$ cat config.mk
export PLATFORM = sky130hd
export DESIGN_NAME = articulation_point_counter_flat
export DESIGN_NICKNAME = d
export VERILOG_FILES = /design/src/sv/apc_pkg.sv /design/src/sv/apc_if.sv /design/src/sv/articulation_point_counter.sv /design/src/flat_wrapper.sv
export SDC_FILE = /design/constraint.sdc
export NUM_CORES = 2
export LEC_CHECK = 0
export ABC_AREA = 1
export BUFFER_PORTS_ARGS = -buffer_cell sky130_fd_sc_hd__buf_2
export CAP_MARGIN = 20
export CORE_ASPECT_RATIO = 1.4
export CORE_MARGIN = 2
export CORE_UTILIZATION = 60
export DETAILED_ROUTE_END_ITERATION = 10
export GPL_TIMING_DRIVEN = 1
export PLACE_DENSITY = 0.76
export SYNTH_ARGS = -nofsm -noshare
export SYNTH_HDL_FRONTEND = slang
export SYNTH_SLANG_ARGS = --single-unit
$ cat constraint.sdc
create_clock -name clk -period 6.4 [get_ports clk]
set_input_delay 1.28 -clock clk [delete_from_list [all_inputs] [get_ports clk]]
set_output_delay 1.28 -clock clk [all_outputs]
set_load 0.005 [all_outputs]
$ cat src/sv/apc_pkg.sv
// Shared types and constants of the articulation point counter.
package apc_pkg;

	// Command codes of an input beat
	typedef enum logic [1:0] {
		FUNC_ADD_EDGE = 2'd0,
		FUNC_RUN      = 2'd1,
		FUNC_CLEAR    = 2'd2
	} func_t;

	// Register file layout
	localparam int CFG_AW = 3;
	localparam logic REG_VERTEX_COUNT = 1'b0;
	localparam logic [5:0] VERTEX_COUNT_RESET = 6'd8;

	// Largest value a result field holds
	localparam logic [6:0] COUNT_MAX = 7'd63;

endpackage

$ cat src/sv/apc_if.sv
// Handshake channels for command beats and result beats.
interface apc_cmd_if;
	logic       valid;
	logic       ready;
	logic [1:0] func;
	logic [4:0] src_vertex;
	logic [4:0] dst_vertex;

	modport source (output valid, func, src_vertex, dst_vertex, input ready);
	modport sink (input valid, func, src_vertex, dst_vertex, output ready);
endinterface

interface apc_res_if;
	logic       valid;
	logic       ready;
	logic [5:0] component_count;
	logic [5:0] articulation_count;

	modport source (output valid, component_count, articulation_count, input ready);
	modport sink (input valid, component_count, articulation_count, output ready);
endinterface

$ cat src/sv/articulation_point_counter.sv
// Top level of the articulation point counter.
// The adjacency matrix lives in a one-port-read, one-port-write memory, one row of
// MAX_VERTICES bits per source vertex; a row valid bit per entry makes reset and a
// clear beat empty the graph at once. An add-edge beat reads the row, then writes
// it back with the new bit. A run beat makes n+1 reachability sweeps
// (n = min(vertex_count, MAX_VERTICES)): the whole graph, then once with each
// vertex deleted. For every vertex it reaches, a sweep reads the memory row, then
// merges the row into the visited set; a closing step scores the sweep before the
// next one, and after the last sweep the result beat is offered.
// The block takes one command at a time; a pending result waits in an output
// register while the next command is taken.
module articulation_point_counter
	import apc_pkg::*;
#(
	parameter int MAX_VERTICES = 32
) (
	input  logic              clk,
	input  logic              arst_n,
	apc_cmd_if.sink           cmd,
	apc_res_if.source         res,
	input  logic              psel,
	input  logic              penable,
	input  logic              pwrite,
	input  logic [CFG_AW-1:0] paddr,
	input  logic [31:0]       pwdata,
	output logic [31:0]       prdata,
	output logic              pready
);

	localparam int AW = $clog2(MAX_VERTICES);
	localparam int NW = $clog2(MAX_VERTICES + 1);
	localparam int MV = MAX_VERTICES;

	typedef enum logic [4:0] {
		ST_IDLE   = 5'b00001,
		ST_EDGE   = 5'b00010,
		ST_PICK   = 5'b00100,
		ST_MERGE  = 5'b01000,
		ST_FINISH = 5'b10000
	} state_t;

	state_t            state_q;
	logic [5:0]        vertex_count_q;
	logic [MV-1:0]     adj_mem [MV];
	logic [MV-1:0]     row_rd_q;
	logic [MV-1:0]     row_vld_q;
	logic [AW-1:0]     src_q;
	logic [AW-1:0]     dst_q;
	logic [AW-1:0]     v_q;
	logic [MV-1:0]     visited_q;
	logic [MV-1:0]     pending_q;
	logic [NW-1:0]     cnt_q;
	logic [NW-1:0]     base_q;
	logic [NW-1:0]     cuts_q;
	logic [NW-1:0]     del_q;
	logic              base_phase_q;
	logic              res_vld_q;
	logic [5:0]        res_comp_q;
	logic [5:0]        res_cuts_q;

	logic [6:0]        vc_x;
	logic [NW-1:0]     n_use;
	logic [MV-1:0]     allowed;
	logic [MV-1:0]     cand;
	logic [MV-1:0]     pick_set;
	logic [MV-1:0]     pick_bit;
	logic [AW-1:0]     pick_idx;
	logic [MV-1:0]     row_data;
	logic [MV-1:0]     new_bits;
	logic [6:0]        src_x;
	logic [6:0]        dst_x;
	logic              edge_ok;
	logic              cmd_fire;
	logic              res_free;
	logic              rd_en;
	logic [AW-1:0]     rd_addr;
	logic [NW-1:0]     del_next;
	logic [6:0]        base_x;
	logic [6:0]        cuts_x;
	logic              cfg_wr;

	// Configuration port
	assign pready = 1'b1;
	assign cfg_wr = psel && penable && pwrite;
	assign prdata = (paddr[2] == REG_VERTEX_COUNT) ? {26'd0, vertex_count_q} : 32'd0;

	always_ff @(posedge clk or negedge arst_n) begin
		if (!arst_n) begin
			vertex_count_q <= VERTEX_COUNT_RESET;
		end else if (cfg_wr && paddr[2] == REG_VERTEX_COUNT) begin
			vertex_count_q <= pwdata[5:0];
		end
	end

	// Vertices in use and the sweep's allowed set
	assign vc_x  = {1'b0, vertex_count_q};
	assign n_use = (vc_x >= 7'(MV)) ? NW'(MV) : vc_x[NW-1:0];

	always_comb begin
		for (int i = 0; i < MV; i++) begin
			allowed[i] = (NW'(i) < n_use) && !(!base_phase_q && del_q == NW'(i));
		end
	end

	// Pick the lowest pending vertex, else the lowest unvisited start
	assign cand     = allowed & ~visited_q;
	assign pick_set = (pending_q != '0) ? pending_q : cand;
	assign pick_bit = pick_set & (~pick_set + MV'(1));

	always_comb begin
		pick_idx = '0;
		for (int i = 0; i < MV; i++) begin
			if (pick_bit[i]) begin
				pick_idx = pick_idx | AW'(i);
			end
		end
	end

	// Merge the fetched row into the visited set
	assign row_data = row_vld_q[v_q] ? row_rd_q : '0;
	assign new_bits = row_data & allowed & ~visited_q;

	// Command decode
	assign cmd.ready = (state_q == ST_IDLE);
	assign cmd_fire  = cmd.valid && cmd.ready;
	assign src_x     = {2'b00, cmd.src_vertex};
	assign dst_x     = {2'b00, cmd.dst_vertex};
	assign edge_ok   = (src_x < 7'(MV)) && (dst_x < 7'(MV));
	assign del_next  = base_phase_q ? '0 : del_q + NW'(1);

	// Adjacency memory access
	assign rd_en   = (cmd_fire && cmd.func == FUNC_ADD_EDGE && edge_ok) ||
		(state_q == ST_PICK && pick_set != '0);
	assign rd_addr = (state_q == ST_IDLE) ? src_x[AW-1:0] : pick_idx;

	always_ff @(posedge clk) begin
		if (rd_en) begin
			row_rd_q <= adj_mem[rd_addr];
		end
		if (state_q == ST_EDGE) begin
			adj_mem[src_q] <= (row_vld_q[src_q] ? row_rd_q : '0) | (MV'(1) << dst_q);
		end
	end

	// Result beat
	assign res_free = !res_vld_q || res.ready;
	assign base_x   = 7'(base_q);
	assign cuts_x   = 7'(cuts_q);

	assign res.valid              = res_vld_q;
	assign res.component_count    = res_comp_q;
	assign res.articulation_count = res_cuts_q;

	always_ff @(posedge clk) begin
		if (state_q == ST_FINISH && res_free) begin
			res_comp_q <= (base_x > COUNT_MAX) ? COUNT_MAX[5:0] : base_x[5:0];
			res_cuts_q <= (cuts_x > COUNT_MAX) ? COUNT_MAX[5:0] : cuts_x[5:0];
		end
	end

	// Edge fields and merge address
	always_ff @(posedge clk) begin
		if (cmd_fire) begin
			src_q <= src_x[AW-1:0];
			dst_q <= dst_x[AW-1:0];
		end
		if (state_q == ST_PICK && pick_set != '0) begin
			v_q <= pick_idx;
		end
	end

	// Sequencer
	always_ff @(posedge clk or negedge arst_n) begin
		if (!arst_n) begin
			state_q      <= ST_IDLE;
			row_vld_q    <= '0;
			visited_q    <= '0;
			pending_q    <= '0;
			cnt_q        <= '0;
			base_q       <= '0;
			cuts_q       <= '0;
			del_q        <= '0;
			base_phase_q <= 1'b1;
			res_vld_q    <= 1'b0;
		end else begin
			// Raise the result at the end of a run, drop it once taken
			if (state_q == ST_FINISH && res_free) begin
				res_vld_q <= 1'b1;
			end else if (res_vld_q && res.ready) begin
				res_vld_q <= 1'b0;
			end
			case (state_q)
				ST_IDLE: begin
					if (cmd_fire) begin
						case (cmd.func)
							FUNC_ADD_EDGE: begin
								if (edge_ok) begin
									state_q <= ST_EDGE;
								end
							end
							FUNC_CLEAR: begin
								row_vld_q <= '0;
							end
							FUNC_RUN: begin
								base_phase_q <= 1'b1;
								del_q        <= '0;
								cuts_q       <= '0;
								cnt_q        <= '0;
								visited_q    <= '0;
								pending_q    <= '0;
								state_q      <= ST_PICK;
							end
							default: begin
							end
						endcase
					end
				end
				ST_EDGE: begin
					row_vld_q[src_q] <= 1'b1;
					state_q          <= ST_IDLE;
				end
				ST_PICK: begin
					if (pick_set != '0) begin
						// Open a component when no vertex is pending
						if (pending_q == '0) begin
							cnt_q <= cnt_q + NW'(1);
						end
						visited_q <= visited_q | pick_bit;
						pending_q <= pending_q & ~pick_bit;
						state_q   <= ST_MERGE;
					end else begin
						// Close the sweep and score it
						if (base_phase_q) begin
							base_q <= cnt_q;
						end else if (cnt_q > base_q) begin
							cuts_q <= cuts_q + NW'(1);
						end
						base_phase_q <= 1'b0;
						del_q        <= del_next;
						cnt_q        <= '0;
						visited_q    <= '0;
						pending_q    <= '0;
						if (del_next >= n_use) begin
							state_q <= ST_FINISH;
						end
					end
				end
				ST_MERGE: begin
					visited_q <= visited_q | new_bits;
					pending_q <= pending_q | new_bits;
					state_q   <= ST_PICK;
				end
				ST_FINISH: begin
					if (res_free) begin
						state_q <= ST_IDLE;
					end
				end
				default: begin
					state_q <= ST_IDLE;
				end
			endcase
		end
	end

endmodule

$ cat src/flat_wrapper.sv
// flat-port wrapper written by rule: the top's interface ports become plain ports
module articulation_point_counter_flat import apc_pkg::*;
#(
	parameter int MAX_VERTICES = 32
)
  (clk, arst_n, psel, penable, pwrite, paddr, pwdata, prdata, pready, cmd_valid, cmd_func, cmd_src_vertex, cmd_dst_vertex, cmd_ready, res_valid, res_component_count, res_articulation_count, res_ready);
  apc_cmd_if cmd_i ();
  apc_res_if res_i ();
  input  logic clk;
  input  logic arst_n;
  input  logic psel;
  input  logic penable;
  input  logic pwrite;
  input  logic [CFG_AW-1:0] paddr;
  input  logic [31:0] pwdata;
  output logic [31:0] prdata;
  output logic pready;
  input wire logic [$bits(cmd_i.valid)-1:0] cmd_valid;
  input wire logic [$bits(cmd_i.func)-1:0] cmd_func;
  input wire logic [$bits(cmd_i.src_vertex)-1:0] cmd_src_vertex;
  input wire logic [$bits(cmd_i.dst_vertex)-1:0] cmd_dst_vertex;
  output wire logic [$bits(cmd_i.ready)-1:0] cmd_ready;
  output wire logic [$bits(res_i.valid)-1:0] res_valid;
  output wire logic [$bits(res_i.component_count)-1:0] res_component_count;
  output wire logic [$bits(res_i.articulation_count)-1:0] res_articulation_count;
  input wire logic [$bits(res_i.ready)-1:0] res_ready;
  assign cmd_i.valid = cmd_valid;
  assign cmd_i.func = cmd_func;
  assign cmd_i.src_vertex = cmd_src_vertex;
  assign cmd_i.dst_vertex = cmd_dst_vertex;
  assign cmd_ready = cmd_i.ready;
  assign res_valid = res_i.valid;
  assign res_component_count = res_i.component_count;
  assign res_articulation_count = res_i.articulation_count;
  assign res_i.ready = res_ready;
  articulation_point_counter #(.MAX_VERTICES(MAX_VERTICES)) u_core (.clk(clk), .arst_n(arst_n), .cmd(cmd_i), .res(res_i), .psel(psel), .penable(penable), .pwrite(pwrite), .paddr(paddr), .pwdata(pwdata), .prdata(prdata), .pready(pready));
endmodule
==> run_summary.xml <==
<?xml version="1.0" encoding="UTF-8"?>
<metrics>
  <group name="detailed_routing">
    <metric name="drt_wl_total" unit="mm">158</metric>
    <metric name="first_iter_violations" unit="">5909</metric>
    <metric name="avgRoutedWirePerCell" unit="um">25.4</metric>
    <metric name="routed-via-count" unit="">40500</metric>
    <metric name="drc" unit="">2</metric>
    <metric name="firstDrtPassIters" unit="">11</metric>
    <metric name="ant_nets" unit="">0</metric>
    <metric name="vias_per_cell" unit="">6.49</metric>
  </group>
  <group name="yosys">
    <metric name="synthDominantCellAreaShare" unit="">0.599</metric>
    <metric name="ys_ff_latch" unit="">1216</metric>
    <metric name="synth_async_sr_flop_share" unit="">0.109</metric>
    <metric name="dominantRegCellSynth" unit="">edfxtp_1</metric>
    <metric name="synth.area.top_cells" unit="">edfxtp_1 60%, nand3_1 15%, dfrtp_1 6.0%</metric>
    <metric name="syn_inst" unit="">5009</metric>
    <metric name="area_of_the_mapped_netlist" unit="sq mm">0.0543</metric>
    <metric name="synth.yosys.warnings" unit="">0</metric>
    <metric name="yosysTopAreaCell" unit="">edfxtp_1</metric>
    <metric name="ys_top_cells_by_count" unit="">1588 x nand3_1, 1083 x edfxtp_1, 865 x nand2_1</metric>
    <metric name="sequential_cell_area_fraction_in_the_yosys_report" unit="">0.660</metric>
    <metric name="synth.lib_cells_used.distinct" unit="">54</metric>
    <metric name="synth.avg_cell_area" unit="sq um">10.8</metric>
    <metric name="synth_enable_flop_cells" unit="">1083</metric>
    <metric name="most_frequent_cell_after_synthesis" unit="">nand3_1</metric>
  </group>
  <group name="global_route">
    <metric name="groute.usage.overall" unit="">0.335</metric>
    <metric name="grt_antenna_before_repair" unit="">6</metric>
    <metric name="grt_max_degree" unit="">178</metric>
    <metric name="grt_first_pass_wirelength" unit="mm">233</metric>
    <metric name="grt_overflow" unit="">0</metric>
    <metric name="via_count_of_the_first_global_routing_pass" unit="">38400</metric>
  </group>
  <group name="finish">
    <metric name="diodes" unit="">0</metric>
    <metric name="design_area" unit="sq mm">0.0592</metric>
    <metric name="area_delta_synth_final" unit="%">9.06</metric>
    <metric name="drive_above_1_share" unit="">0.0969</metric>
    <metric name="fin_nets" unit="">5027</metric>
  </group>
  <group name="status">
    <metric name="violated_checks" unit="">DRC</metric>
    <metric name="status" unit="">finished, violations left</metric>
  </group>
  <group name="placed_design">
    <metric name="place_area" unit="sq mm">0.0554</metric>
    <metric name="hpwlAfterDp" unit="mm">90.0</metric>
    <metric name="post-place-ws" unit="ns">1.40</metric>
    <metric name="numPortBuffers" unit="">45</metric>
    <metric name="final_gp_congestion" unit="">0.961</metric>
  </group>
  <group name="floorplan">
    <metric name="floorplan.initialDensity" unit="">0.605</metric>
    <metric name="dieArea" unit="sq mm">0.0930</metric>
    <metric name="rows" unit="">130</metric>
    <metric name="core_area" unit="sq mm">0.0898</metric>
    <metric name="die-width" unit="um">258</metric>
    <metric name="die_h" unit="um">360</metric>
    <metric name="io_pins" unit="">101</metric>
  </group>
  <group name="critical_path">
    <metric name="ff2ff_setup_slack" unit="ns">1.27</metric>
    <metric name="cp_slowest_stage_delay" unit="ns">0.62</metric>
    <metric name="required" unit="ns">6.98</metric>
    <metric name="crit_slowest_cell" unit="">nand2_4</metric>
    <metric name="worstPathMaxFanout" unit="">46</metric>
    <metric name="crit_chain" unit="">inv_1 -&gt; ha_1 -&gt; inv_1 -&gt; nor2_1 -&gt; nand2_1 -&gt; nand3_1 -&gt; nor2_1 -&gt; nand2_1 -&gt; nand2_1 -&gt; nor2_1 -&gt; nand2_1 -&gt; nor2_1 -&gt; nand2_1 -&gt; nor4_1 -&gt; nor2_1 -&gt; nand3_2 -&gt; nand2_1 -&gt; nand2_4 -&gt; buf_12 -&gt; nand3_1 -&gt; nand3_1 -&gt; nand3_1 -&gt; nand2_1</metric>
    <metric name="worstPathArrival" unit="ns">5.71</metric>
    <metric name="critical_path.endpoint_type" unit="">flop</metric>
    <metric name="worstSetupPathType" unit="">flop to flop</metric>
    <metric name="crit_top_cell" unit="">nand2_1</metric>
    <metric name="startpoint_type" unit="">flop</metric>
  </group>
  <group name="timing">
    <metric name="slew_viol_final" unit="">0</metric>
    <metric name="finalSetupViolCount" unit="">0</metric>
    <metric name="worst_slew_pin_slew" unit="ns">1.21</metric>
    <metric name="finalHoldViolations" unit="">0</metric>
    <metric name="final_period_demand_of_the_worst_path" unit="ns">5.13</metric>
    <metric name="relSlewSlack" unit="">0.191</metric>
    <metric name="worst_hold_slack" unit="ns">0.451</metric>
    <metric name="clock-skew-final" unit="ns">0.0344</metric>
    <metric name="finalCritPeriodShare" unit="">0.802</metric>
    <metric name="maxClockFrequency" unit="MHz">195</metric>
    <metric name="grt_setup_unrepaired" unit="">no</metric>
    <metric name="worst_slack" unit="ns">1.27</metric>
    <metric name="setup_total_negative_slack" unit="ns">0</metric>
  </group>
  <group name="clocking">
    <metric name="ctsHtreeMaxLevel" unit="">3</metric>
    <metric name="cts_inserted_buffers" unit="">108</metric>
    <metric name="clock_insertion_delay_worst_skew" unit="ns">0.73</metric>
    <metric name="ctsRootBufferMaster" unit="">clkbuf_16</metric>
    <metric name="cts_sinks" unit="">1216</metric>
    <metric name="post_cts_resize_count" unit="">0</metric>
    <metric name="clkSlewWorstSetupHoldPaths" unit="ns">0.06</metric>
    <metric name="cts_hold_buffers" unit="">0</metric>
    <metric name="clk_path_buf_depth" unit="">3</metric>
    <metric name="number_of_buffers_added_for_setup_after_cts" unit="">0</metric>
    <metric name="tritoncts_clock_tree" unit="">yes</metric>
  </group>
  <group name="worst_hold_path">
    <metric name="hold_path.class" unit="">flop to flop</metric>
  </group>
  <group name="job">
    <metric name="cap_violations" unit="">0</metric>
  </group>
</metrics>
[through the flow]
step	util	instances
floorplan	-	5034
global placement	0.617	6007
detailed placement	0.617	6007
CTS	0.655	6211
global route	0.660	6237
finish	0.660	6237
[per-layer routing]
layer  track usage  share of wire
met3        0.0576           0.11
met4         0.209          0.068
met2         0.541           0.48
met5             0        0.00044
met1         0.422           0.34
[cell type report]
| class | instances | area, sq um |
|---|---|---|
| Tap cell | 1188 | 1490 |
| Fill cell | 6597 | 30600 |
| Inverter | 249 | 935 |
| Clock buffer | 132 | 2840 |
| Sequential cell | 1216 | 35900 |
| Clock inverter | 72 | 562 |
| Timing Repair Buffer | 175 | 1700 |
| Multi-Input combinational cell | 3205 | 15800 |
[cells in the final DEF (no fill, tap or decap), types with 35 or more instances in the layout]
master / count
inv_1: 225
o21ai_0: 109
nor3_1: 51
nor2_1: 192
dfrtp_1: 130
clkbuf_16: 109
a21oi_1: 54
nand2_2: 41
nor2_4: 36
buf_4: 81
nand2_1: 863
o211ai_1: 50
buf_2: 44
edfxtp_1: 1083
clkinv_1: 35
nand3_1: 1588
[critical path, delay by kind of cell (launching register included)]
kind / cells / cell delay (ns)
fa+ha+maj: 1 / 0.19
flops: 1 / 0.42
simple gates: 19 / 3.71
buf+inv: 3 / 0.56
[path summary, 6_finish.rpt]
path	start	end	depth (start not counted)
setup reg to reg	u_core.del_q[0]	u_core.row_rd_q[8]	23
hold / removal	u_core.base_q[3]	u_core.res.component_count[3]	0
hold reg to reg	u_core.base_q[3]	u_core.res.component_count[3]	0
min in group asynchronous	arst_n	u_core.base_q[5]	1
setup / recovery	u_core.del_q[0]	u_core.row_rd_q[8]	23
max in group asynchronous	arst_n	u_core.visited_q[4]	2
[flip-flops by register name (all words and copies together) (netlist names)]
signal,flops
u_core.cnt_q,6
u_core.row_vld_q,32
u_core.res.component_count,6
u_core.res.valid,1
u_core.del_q,6
u_core.state_q,5
u_core.v_q,5
u_core.row_rd_q,32
u_core.visited_q,32
u_core.res.articulation_count,6
u_core.src_q,5
u_core.vertex_count_q,6
u_core.base_phase_q,1
u_core.base_q,6
u_core.cuts_q,6
u_core.dst_q,5
u_core.pending_q,32
u_core.adj_mem,1024
[cells by family after synthesis]
family | share of synthesized area
DFF | 0.660
AOI/OAI and AO/OA | 0.0376
and+or+nand+nor | 0.238
buffers and inverters | 0.0592
adders and majority gates | 0.00415
xor gates and xnor gates | 0.000484
other | 0.000138
Power is left out: the tool's default activity adds up to more than one toggle a clock period on the data nets, which glitch-free logic cannot reach.
